File: src/hdl/pmdg_pkg.sv
// package for the particle mass deposit grid
// holds sizes, payload structs and the front to back queue word type
package pmdg_pkg;
    localparam int GRID_SIDE = 64;
    localparam int FRAC_BITS = 16;
    localparam int WBITS = 16;
    localparam int SIDE_W = $clog2(GRID_SIDE);
    localparam int ADDR_W = 3 * SIDE_W;
    localparam int NCELLS = GRID_SIDE * GRID_SIDE * GRID_SIDE;
    localparam int POS_W = 23;
    localparam int W_W = WBITS + 1;
    localparam logic [47:0] MAX48 = 48'hFFFF_FFFF_FFFF;
    localparam logic KIND_DEPOSIT = 1'b0;
    localparam logic KIND_READ = 1'b1;

    typedef struct packed {
        logic        kind;
        logic [22:0] pos_x;
        logic [22:0] pos_y;
        logic [22:0] pos_z;
        logic [31:0] particle_mass;
        logic [17:0] cell_index;
    } t_in_word;

    typedef struct packed {
        logic [47:0] cell_mass;
        logic [47:0] total_mass;
    } t_out_word;

    typedef struct packed {
        logic              rd;
        logic [17:0]       idx;
        logic [31:0]       mass;
        logic [SIDE_W-1:0] hx, hy, hz;
        logic [W_W-1:0]    wx0, wx1, wx2, wy0, wy1, wy2, wz0, wz1, wz2;
    } t_job;
endpackage

File: src/hdl/pmdg_queue.sv
// two-entry queue between front and back end
// depends on pmdg_pkg
module pmdg_queue import pmdg_pkg::*; (
    input  logic i_clk,
    input  logic i_rst_n,
    input  logic i_valid,
    output logic o_ready,
    input  t_job i_job,
    output logic o_valid,
    input  logic i_ready,
    output t_job o_job
);
    t_job r_mem[2];
    logic r_wp, r_rp;
    logic [1:0] r_cnt;
    logic push, pop;

    assign o_ready = r_cnt != 2'd2;
    assign o_valid = r_cnt != 2'd0;
    assign o_job = r_mem[r_rp];
    assign push = i_valid && o_ready;
    assign pop = o_valid && i_ready;

    always_ff @(posedge i_clk) begin
        if (!i_rst_n) begin
            r_wp <= 1'b0;
            r_rp <= 1'b0;
            r_cnt <= 2'd0;
        end else begin
            if (push) r_wp <= !r_wp;
            if (pop) r_rp <= !r_rp;
            r_cnt <= r_cnt + 2'(push) - 2'(pop);
        end
        if (push) r_mem[r_wp] <= i_job;
    end
endmodule

File: config.mk
export PLATFORM = sky130hd
export DESIGN_NAME = pmdg_queue
export DESIGN_NICKNAME = d
export VERILOG_FILES = /design/src/hdl/pmdg_pkg.sv /design/src/hdl/pmdg_queue.sv
export SDC_FILE = /design/constraint.sdc
export NUM_CORES = 1
export LEC_CHECK = 0
export ABC_AREA = 1
export BUFFER_PORTS_ARGS = -buffer_cell sky130_fd_sc_hd__buf_2
export CORE_MARGIN = 5
export CORE_UTILIZATION = 35
export CTS_BUF_LIST = sky130_fd_sc_hd__clkbuf_16
export CTS_CLUSTER_DIAMETER = 40
export CTS_CLUSTER_SIZE = 25
export DETAILED_ROUTE_END_ITERATION = 16
export HOLD_SLACK_MARGIN = 0.06
export PLACE_DENSITY = 0.55
export SLEW_MARGIN = 20
export SYNTH_ARGS = -nofsm -noshare
export SYNTH_HDL_FRONTEND = slang
export SYNTH_SLANG_ARGS = --single-unit
File: constraint.sdc
create_clock -name i_clk -period 29.5 [get_ports i_clk]
set_input_delay 1.475 -clock i_clk [delete_from_list [all_inputs] [get_ports i_clk]]
set_output_delay 1.475 -clock i_clk [all_outputs]
set_load 0.05 [all_outputs]
==> impl_metrics.csv <==
group,metric,value,unit
run_status,status,"complete, no violations",
power_and_ir_drop,p_leak,8.65,nW
synthesis,synth_area_leader_cell,"edfxtp_1",
synthesis,synth_area,0.0170,mm^2
synthesis,synth_area_leaders,"edfxtp_1 78%, mux2_4 16%, mux2_2 2.8%, buf_8 0.88%, buf_6 0.66%",
clock_network,root_buffer,"clkbuf_16",
synthesis,synthFlopType,"edfxtp_1",
synthesis,synthTopCellsByCount,"444 x edfxtp_1, 180 x mux2_4, 42 x mux2_2",
clock_network,htree_levels,3,
timing,fin_setup_tns,0,ns
critical_path,critPathArrivalTime,3.26,ns
critical_path,crit_type,"flip-flop to output port",
clock_network,cts_buffer_depth,3,
min_path,hp-class,"flip-flop to flip-flop",
global_routing,grt_start_max_net_pins,158,
placed_design,dp_slack,25.43,ns
timing,setup_viol,0,
synthesis,yosysWarnings,0,
critical_path,path_max_fanout,127,
power_and_ir_drop,irDropWorstVdd,0.0732,mV
timing,grt_setup_unrepaired,"no",
clock_network,cts_tree,"done",
critical_path,critical_path.slowest_cell,"dfxtp_4",
detailed_routing,ant_nets,0,
critical_path,start_kind,"flip-flop",
synthesis,yosysMostFrequentCell,"edfxtp_1",
detailed_routing,vias_per_cell,4.46,
global_routing,grt_pass1_wl,55000,um
critical_path,path_buf_inv,2,
die,design.die.area,0.0532,mm^2
timing,fin_skew,0.0162,ns
synthesis,yosysSeqAreaShare,78.8,%
timing,worst_slew_margin_rel,14.8,%
clock_network,numCtsBuffers,68,
synthesis,syn_nets,954,
synthesis,synth_area_per_cell,23.4,um^2
global_routing,track_usage,13.5,%
detailed_routing,vias,8489,
clock_network,clkLatencyLatePin,0.57,ns
detailed_routing,drc,0,
synthesis,synth_edf_count,444,
detailed_routing,routed_wl,37100,um
layout,drive_gt1_share,62.0,%
timing,slew_viol_final,0,
detailed_routing,firstDrtPassIters,4,
synthesis,ys_types,15,
timing,hold_violations,0,
clock_network,cts.sinks,449,
layout,final_cells,1903,
critical_path,crit_chain,"buf_12, mux2_2, buf_2",
die,core,0.0479,mm^2
die,initial_utilization,35.5,%
synthesis,ys_ff_latch,449,
synthesis,netlist.area_leader.share,78.2,%
placed_design,gp_congestion,0.713,
timing,layout_min_cycle_time,4.74,ns
clock_network,hold_buffers,0,
clock_network,clkTransAtPathRegs,0.05,ns
global_routing,grt-ovfl-total,0,
die,die_width,231,um
critical_path,worst_path_largest_cell_delay,0.94,ns
timing,fmax,211,MHz
global_routing,antenna_found_initial,15,
clock_network,ctsResizeCount,0,
timing,fin_crit_sh,16.1,%
layout,final_nets,1456,
die,die_h,231,um
timing,setup_slack,24.76,ns
synthesis,synthCells,727,
power_and_ir_drop,powerDensity,107,mW/mm^2
layout,area_delta_synth_final,30.0,%
placed_design,portBuffers,449,
critical_path,cp.required,28.02,ns
placed_design,dpl.hpwl,24600,um
die,std_cell_rows,80,
clock_network,post-cts-setup-buffer-count,0,
detailed_routing,avgRoutedWirePerCell,19.5,um
die,ioPinCount,450,
global_routing,grt_pass1_vias,9211,
critical_path,worstSetupEndpointType,"output port",
placed_design,dp_cells,1774,
critical_path,cp_top_family,"flip-flops",
detailed_routing,drt_iter0_drc,336,
synthesis,synthArstFlopShare,0,%
timing,worst_pin_slew,1.28,ns
run,drv_cap,0,
where the power goes:
group | leakage, nW | total (mW) | internal, mW | switching, mW
sequential | 4.19 | 0.842 | 0.811 | 0.0310
combinational | 3.35 | 0.740 | 0.224 | 0.516
clock | 1.12 | 0.785 | 0.497 | 0.288
total | 8.65 | 2.37 | 1.53 | 0.835
cells in the final DEF (no fill, tap or decap), types with 2 or more instances in the layout:
master	instances
buf_12	2
buf_2	449
buf_4	6
bufinv_16	6
clkbuf_16	71
clkinv_1	5
clkinv_2	6
clkinv_4	4
clkinvlp_4	7
dfxtp_1	4
diode_2	7
edfxtp_1	444
inv_1	12
inv_6	17
mux2_2	42
mux2_4	180
nand2_1	11
nor2_1	7
nor2_4	2
final cells by class:
class / instances / area (um^2)
Multi-Input combinational cell: 246 / 3300
Clock inverter: 51 / 495
Sequential cell: 449 / 13400
Fill cell: 4169 / 25800
Clock buffer: 71 / 1780
Inverter: 7 / 26.3
Tap cell: 615 / 769
Timing Repair Buffer: 457 / 2330
Antenna cell: 7 / 17.5
state kept, by name, summed over array words and instances, names as in the netlist, named ones only:
register / cells
r_mem: 444
r_cnt: 2
r_rp: 1
r_wp: 1
final timing paths:
| path | end | start | slack, ns | cells past startpoint |
|---|---|---|---|---|
| max reg2reg | r_mem[1][114]$_DFFE_PP_ | r_cnt[0]$_SDFF_PN0_ | 26.54 | 6 |
| max | o_job[10] | flip-flop | 24.76 | 3 |
| min | flip-flop | r_rp$_SDFFE_PN0P_ | 0.51 | 2 |
| min reg2reg | flip-flop | r_rp$_SDFFE_PN0P_ | 0.51 | 2 |
cells by family (layout without fill, tap and decap cells):
logic type      Yosys count  count (layout)  share of synthesized area, %
flops                   449             449                          78.8
compound gates            1               1                        0.0293
simple gates             21              21                         0.470
xor+xnor                  1               1                        0.0514
fa+ha+maj                 1               1                        0.0734
mux                     222             222                          18.6
other cells               0               7                             0
buf+inv                  32             586                          1.93
per-layer routing:
metal	wire [um]	GRT usage, %	vias up
li1	-	-	3927
met1	14700	15.8	4142
met2	17700	21.7	327
met3	3670	6.60	81
met4	1020	4.66	12
met5	73	0	-
worst register-to-register path: cells and delay by family (launching register included):
kind	cells	cell delay, ns
and+or+nand+nor	3	0.52
buffers and inverters	3	1.63
DFF	1	0.36
stage by stage:
stage                     cell area, um^2  power, mW  util [%]  hold WS, ns
after global routing                22100       2.46      46.2        0.525
after CTS                           22100       2.40      46.2        0.517
after global placement              19900       1.60      41.4        0.482
after detailed placement            19900       1.60      41.4        0.504
final                               22200       2.37      46.2        0.507
after floorplan                     17000       1.49         -        0.467
Power figures use the tool's default switching activity.
