$ cat config.mk
export PLATFORM = sky130hd
export DESIGN_NAME = pmdg_front
export DESIGN_NICKNAME = d
export VERILOG_FILES = /design/src/hdl/pmdg_pkg.sv /design/src/hdl/pmdg_front.sv
export SDC_FILE = /design/constraint.sdc
export NUM_CORES = 2
export LEC_CHECK = 0
export ABC_AREA = 0
export BUFFER_PORTS_ARGS = -buffer_cell sky130_fd_sc_hd__buf_2
export CAP_MARGIN = 5
export CELL_PAD_IN_SITES_DETAIL_PLACEMENT = 1
export CELL_PAD_IN_SITES_GLOBAL_PLACEMENT = 2
export CORE_AREA = 2 2 575 349
export CTS_CLUSTER_DIAMETER = 120
export CTS_CLUSTER_SIZE = 40
export DETAILED_ROUTE_END_ITERATION = 7
export DIE_AREA = 0 0 577 351
export PLACE_DENSITY = 0.85
export SLEW_MARGIN = 20
export SYNTH_ARGS = -nofsm -noshare
export SYNTH_HDL_FRONTEND = slang
export SYNTH_SLANG_ARGS = --single-unit
$ cat constraint.sdc
create_clock -name i_clk -period 13.46 [get_ports i_clk]
set_input_delay 0 -clock i_clk [delete_from_list [all_inputs] [get_ports i_clk]]
set_output_delay 0 -clock i_clk [all_outputs]
set_load 0.005 [all_outputs]
$ cat src/hdl/pmdg_pkg.sv
// package for the particle mass deposit grid
// holds sizes, payload structs and the front to back queue word type
package pmdg_pkg;
    localparam int GRID_SIDE = 64;
    localparam int FRAC_BITS = 16;
    localparam int WBITS = 16;
    localparam int SIDE_W = $clog2(GRID_SIDE);
    localparam int ADDR_W = 3 * SIDE_W;
    localparam int NCELLS = GRID_SIDE * GRID_SIDE * GRID_SIDE;
    localparam int POS_W = 23;
    localparam int W_W = WBITS + 1;
    localparam logic [47:0] MAX48 = 48'hFFFF_FFFF_FFFF;
    localparam logic KIND_DEPOSIT = 1'b0;
    localparam logic KIND_READ = 1'b1;

    typedef struct packed {
        logic        kind;
        logic [22:0] pos_x;
        logic [22:0] pos_y;
        logic [22:0] pos_z;
        logic [31:0] particle_mass;
        logic [17:0] cell_index;
    } t_in_word;

    typedef struct packed {
        logic [47:0] cell_mass;
        logic [47:0] total_mass;
    } t_out_word;

    typedef struct packed {
        logic              rd;
        logic [17:0]       idx;
        logic [31:0]       mass;
        logic [SIDE_W-1:0] hx, hy, hz;
        logic [W_W-1:0]    wx0, wx1, wx2, wy0, wy1, wy2, wz0, wz1, wz2;
    } t_job;
endpackage

$ cat src/hdl/pmdg_front.sv
// front end: accepts words, finds home cells and 1-d weights per axis
// depends on pmdg_pkg
module pmdg_front import pmdg_pkg::*; (
    input  logic     i_clk,
    input  logic     i_rst_n,
    input  logic     i_scheme,
    input  logic     i_valid,
    output logic     o_ready,
    input  t_in_word i_word,
    output logic     o_valid,
    input  logic     i_ready,
    output t_job     o_job
);
    logic r_v;
    t_job r_job, n_job;
    logic [SIDE_W-1:0] hx, hy, hz;
    logic [W_W-1:0] w[3][3];

    function automatic logic [W_W-1:0] rq(input logic [2*FRAC_BITS+1:0] v, input logic tsc);
        logic [2*FRAC_BITS+2:0] t;
        begin
            if (tsc) begin
                t = {1'b0, v} + ((2*FRAC_BITS+3)'(1) << (2*FRAC_BITS - WBITS));
                rq = W_W'(t >> (2*FRAC_BITS + 1 - WBITS));
            end else begin
                rq = W_W'(v);
            end
        end
    endfunction

    task automatic axis(input logic [POS_W-1:0] p, input logic tsc,
                        output logic [SIDE_W-1:0] h, output logic [W_W-1:0] w0,
                        output logic [W_W-1:0] w1, output logic [W_W-1:0] w2);
        logic [FRAC_BITS:0] fr, a, lo, hi, half;
        logic neg;
        logic [2*FRAC_BITS+1:0] l2, h2, c2;
        begin
            half = (FRAC_BITS+1)'(1) << (FRAC_BITS - 1);
            if (p >= POS_W'(GRID_SIDE) << FRAC_BITS) begin
                h = SIDE_W'(GRID_SIDE - 1);
                fr = (FRAC_BITS+1)'(1) << FRAC_BITS;
            end else begin
                h = SIDE_W'(p >> FRAC_BITS);
                fr = (FRAC_BITS+1)'(p[FRAC_BITS-1:0]);
            end
            neg = fr < half;
            a = neg ? half - fr : fr - half;
            lo = neg ? half + a : half - a;
            hi = neg ? half - a : half + a;
            l2 = (2*FRAC_BITS+2)'(lo) * (2*FRAC_BITS+2)'(lo);
            h2 = (2*FRAC_BITS+2)'(hi) * (2*FRAC_BITS+2)'(hi);
            c2 = ((2*FRAC_BITS+2)'(3) << (2*FRAC_BITS - 1))
                 - (((2*FRAC_BITS+2)'(a) * (2*FRAC_BITS+2)'(a)) << 1);
            if (tsc) begin
                w0 = rq(l2, 1'b1);
                w1 = rq(c2, 1'b1);
                w2 = rq(h2, 1'b1);
            end else begin
                w0 = W_W'((neg ? a : '0) << (WBITS - FRAC_BITS));
                w1 = W_W'((((FRAC_BITS+1)'(1) << FRAC_BITS) - a) << (WBITS - FRAC_BITS));
                w2 = W_W'((neg ? '0 : a) << (WBITS - FRAC_BITS));
            end
        end
    endtask

    always_comb begin
        axis(i_word.pos_x, i_scheme, hx, w[0][0], w[0][1], w[0][2]);
        axis(i_word.pos_y, i_scheme, hy, w[1][0], w[1][1], w[1][2]);
        axis(i_word.pos_z, i_scheme, hz, w[2][0], w[2][1], w[2][2]);
        n_job.rd = (i_word.kind == KIND_READ);
        n_job.idx = i_word.cell_index;
        n_job.mass = i_word.particle_mass;
        n_job.hx = hx;
        n_job.hy = hy;
        n_job.hz = hz;
        n_job.wx0 = w[0][0]; n_job.wx1 = w[0][1]; n_job.wx2 = w[0][2];
        n_job.wy0 = w[1][0]; n_job.wy1 = w[1][1]; n_job.wy2 = w[1][2];
        n_job.wz0 = w[2][0]; n_job.wz1 = w[2][1]; n_job.wz2 = w[2][2];
    end

    assign o_ready = !r_v || i_ready;
    assign o_valid = r_v;
    assign o_job = r_job;

    always_ff @(posedge i_clk) begin
        if (!i_rst_n) begin
            r_v <= 1'b0;
        end else if (o_ready) begin
            r_v <= i_valid;
        end
        if (o_ready && i_valid) begin
            r_job <= n_job;
        end
    end
endmodule

==> results by group <==
Synth
  – Async SR Flop Fraction: 0%
  – Synth Register Bits: 223
  – Yosys Warn Count: 0
  – Post-Syn Instances: 9,143
  – Synth Area per Inst: 9.02 sq um
  – Top cells by count, synth: inv_1 (2,502), fa_1 (1,728), ha_1 (972)
  – Top_reg_cell synth: edfxtp_1
  – Distinct cells, synth: 100
  – Post-synth EDFFs: 222
  – Count leader, synth: inv_1
  – Yosys top cell area share: 42.0%
  – Post-synth top area cell: fa_1
  – Synth top area cells: fa_1 (42%), ha_1 (15%), inv_1 (11%)
  – Sequential-to-total area share from yosys stat: 8.11%
  – Synthesized area: 0.0824 sq mm

STA
  – RSZ-0062 raised after global routing: false
  – Setup_tns: 0 ns
  – Setup violators final: 0
  – Final hold vios: 0
  – Post-route setup slack: 1.19 ns
  – Fmax: 0.0815 GHz
  – Clk_skew: 0.114 ns
  – Max transition margin: 20.0%
  – Period utilisation layout: 91.2%
  – Slew @ Worst Pin: 1.19 ns
  – Tmin final: 12.27 ns
  – Final Slew Violations: 0

Die
  – Die width: 577 microns
  – Total die area: 0.203 sq mm
  – Initial core utilization: 41.7%
  – Core area: 0.198 sq mm
  – Row Count: 127
  – Vert. Die Dim: 351 microns
  – IO Count: 349

Clocking
  – CTS Buf Count: 18
  – Setup bufs post-CTS: 0
  – Hold buffer count at cts: 121
  – Clk pin slew, worst setup/hold paths: 0.12 ns
  – H-tree depth: 1
  – CTS root buffer: clkbuf_16
  – CTS resizes: 0
  – Clk buf depth: 3
  – CTS Sinks: 223
  – CTS tree: done
  – Clock latency on the worst-skew pair: 0.68 ns

Flow run
  – Max cap viols: 0

Power and ir drop
  – P per Cell Area: 238 mW/mm^2
  – Total power: 21.3 mW
  – P_leak: 47.9 nW
  – VDD IR max: 0.000286 V

Outcome
  – Status: finished clean

Detailed routing
  – Routed WL: 265,000 microns
  – Post-route ant nets: 0
  – DRC Markers: 0
  – Via count: 62.8k
  – Drt wl/cell: 21.7 microns
  – TritonRoute pass-1 iters: 5
  – Initial DRC Count: 4,433
  – DR vias/cell: 5.16

Setup path
  – Slowest-stage cell, CP: o21ai_0
  – Flop-to-flop setup slack: 10.27 ns
  – CP Capture Type: register
  – Required @ worst endpoint: 13.87 ns
  – Startpoint Class: input pin
  – Delay of the slowest critical-path stage: 0.94 ns
  – CP arrival: 12.68 ns
  – Crit path kind: input pin to register
  – Crit-path max FO: 12
  – Crit-path most repeated cell: fa_1

Global route
  – Largest net degree at the start of global routing: 104
  – Vias in the first global route: 69.8k
  – Antenna violations before repair: 10
  – GR Overflow Total: 0
  – Total GRT Usage: 26.8%
  – First-pass GRT wire length: 418,000 microns

Finish
  – Layout cells sized above 1: 6.18%
  – Total Nets Final: 12.4k
  – P&R area growth vs syn: 8.36%
  – Fillers: 23.2k

Placed design
  – Dpl ws: 1.72 ns
  – Gp weighted congestion: 0.905
  – PortBufs: 348
  – DP HPWL: 228,000 microns

Min path
  – Hold Path Class: input pin to register
==> sequential cells by signal (all words and copies together) (netlist names) <==
register and cells:
o_job 222, o_valid 1
==> routing by layer <==
layer	routed length, microns	up-vias	track usage, %
met5	110	-	0.305
met4	3630	6	3.42
met3	19800	178	4.80
met2	110000	1823	39.1
met1	131000	32700	42.0
li1	-	28100	-
==> placed cells by master (no fill, tap or decap), types with 11 or more instances in the layout <==
cell | Yosys | final
buf_2 | 19 | 347
fa_1 | 1728 | 1728
nand3_1 | 95 | 95
nand4_1 | 24 | 24
a21boi_0 | 12 | 12
nor2_1 | 840 | 839
nor2b_1 | 30 | 30
and3_1 | 29 | 29
inv_1 | 2502 | 2501
edfxtp_1 | 222 | 222
dlygate4sd3_1 | 0 | 121
a211oi_1 | 23 | 23
nand2b_1 | 49 | 46
xor2_1 | 94 | 94
a21oi_1 | 209 | 208
and2_1 | 43 | 42
nand2_1 | 767 | 767
conb_1 | 2 | 111
a21o_1 | 107 | 107
nor3_1 | 66 | 64
inv_2 | 11 | 11
mux2i_1 | 26 | 26
ha_1 | 972 | 972
o21ai_0 | 221 | 221
mux2_2 | 19 | 19
nor4_1 | 17 | 17
or3_1 | 35 | 35
or2_2 | 60 | 60
a31oi_1 | 30 | 30
o31ai_1 | 29 | 29
buf_4 | 1 | 80
xnor2_1 | 270 | 270
clkinv_1 | 39 | 39
clkbuf_16 | 0 | 18
o211ai_1 | 15 | 15
o21a_1 | 43 | 43
o21bai_1 | 27 | 27
==> kinds of logic (layout without fill, tap and decap cells) <==
kind of cell / count (synthesis) / count (layout) / synth area share, %
AOI/OAI and AO/OA: 846 / 846 / 6.54
xor gates and xnor gates: 366 / 366 / 3.91
adders and majority gates: 2700 / 2700 / 56.7
buffers and inverters: 2849 / 3133 / 13.0
DFF: 223 / 223 / 8.11
muxes: 46 / 46 / 0.589
other: 2 / 116 / 0.00911
and+or+nand+nor: 2111 / 2111 / 11.1
==> power breakdown <==
part           switching (mW)  leakage (nW)  internal [mW]
Clock                   0.375         0.317          0.278
Combinational            11.6          45.4           7.54
Sequential              0.121          2.17           1.30
Total                    12.1          47.9           9.12
==> cell type report <==
class                   count  area (sq um)  area share, %
multi-input cells        6180         65500           73.3
repair buffers            550          3580           4.01
clock buffers              19           454          0.508
diodes                      5          12.5         0.0140
inverters                2552          9580           10.7
well taps                2644          3310           3.70
flip-flops and latches    223          6690           7.48
clock inverters            12           238          0.266
==> critical path, delay by kind of cell <==
| family | cells | cell delay [ns] |
|---|---|---|
| buffers and inverters | 9 | 2.36 |
| adder cells (fa/ha/maj) | 9 | 4.17 |
| XOR/XNOR | 2 | 0.36 |
| AO/OA/AOI/OAI | 10 | 3.69 |
| AND/OR/NAND/NOR | 8 | 2.02 |
==> worst paths after layout <==
| check | start | to | cells past startpoint |
|---|---|---|---|
| worst max register to register | o_valid | o_job[92] | 4 |
| worst min-delay path | i_word[70] | o_job[157] | 3 |
| worst min register to register | o_valid | o_job[2] | 2 |
| worst max-delay path | i_word[51] | o_job[14] | 38 |
==> through the flow <==
| step | hold WS (ns) | utilization (%) | instances | instance area, sq um |
|---|---|---|---|---|
| 2_1_floorplan | 0.0989 | - | 9252 | 82900 |
| 3_3_place_gp | 0.177 | 44.2 | 12000 | 87400 |
| 3_5_place_dp | 0.178 | 44.2 | 12000 | 87400 |
| 4_1_cts | 0.0185 | 45.1 | 12200 | 89300 |
| 5_1_grt | 0.0910 | 45.2 | 12200 | 89300 |
| 6_report | 0.109 | 45.2 | 12200 | 89300 |
Power figures use the tool's default switching activity.
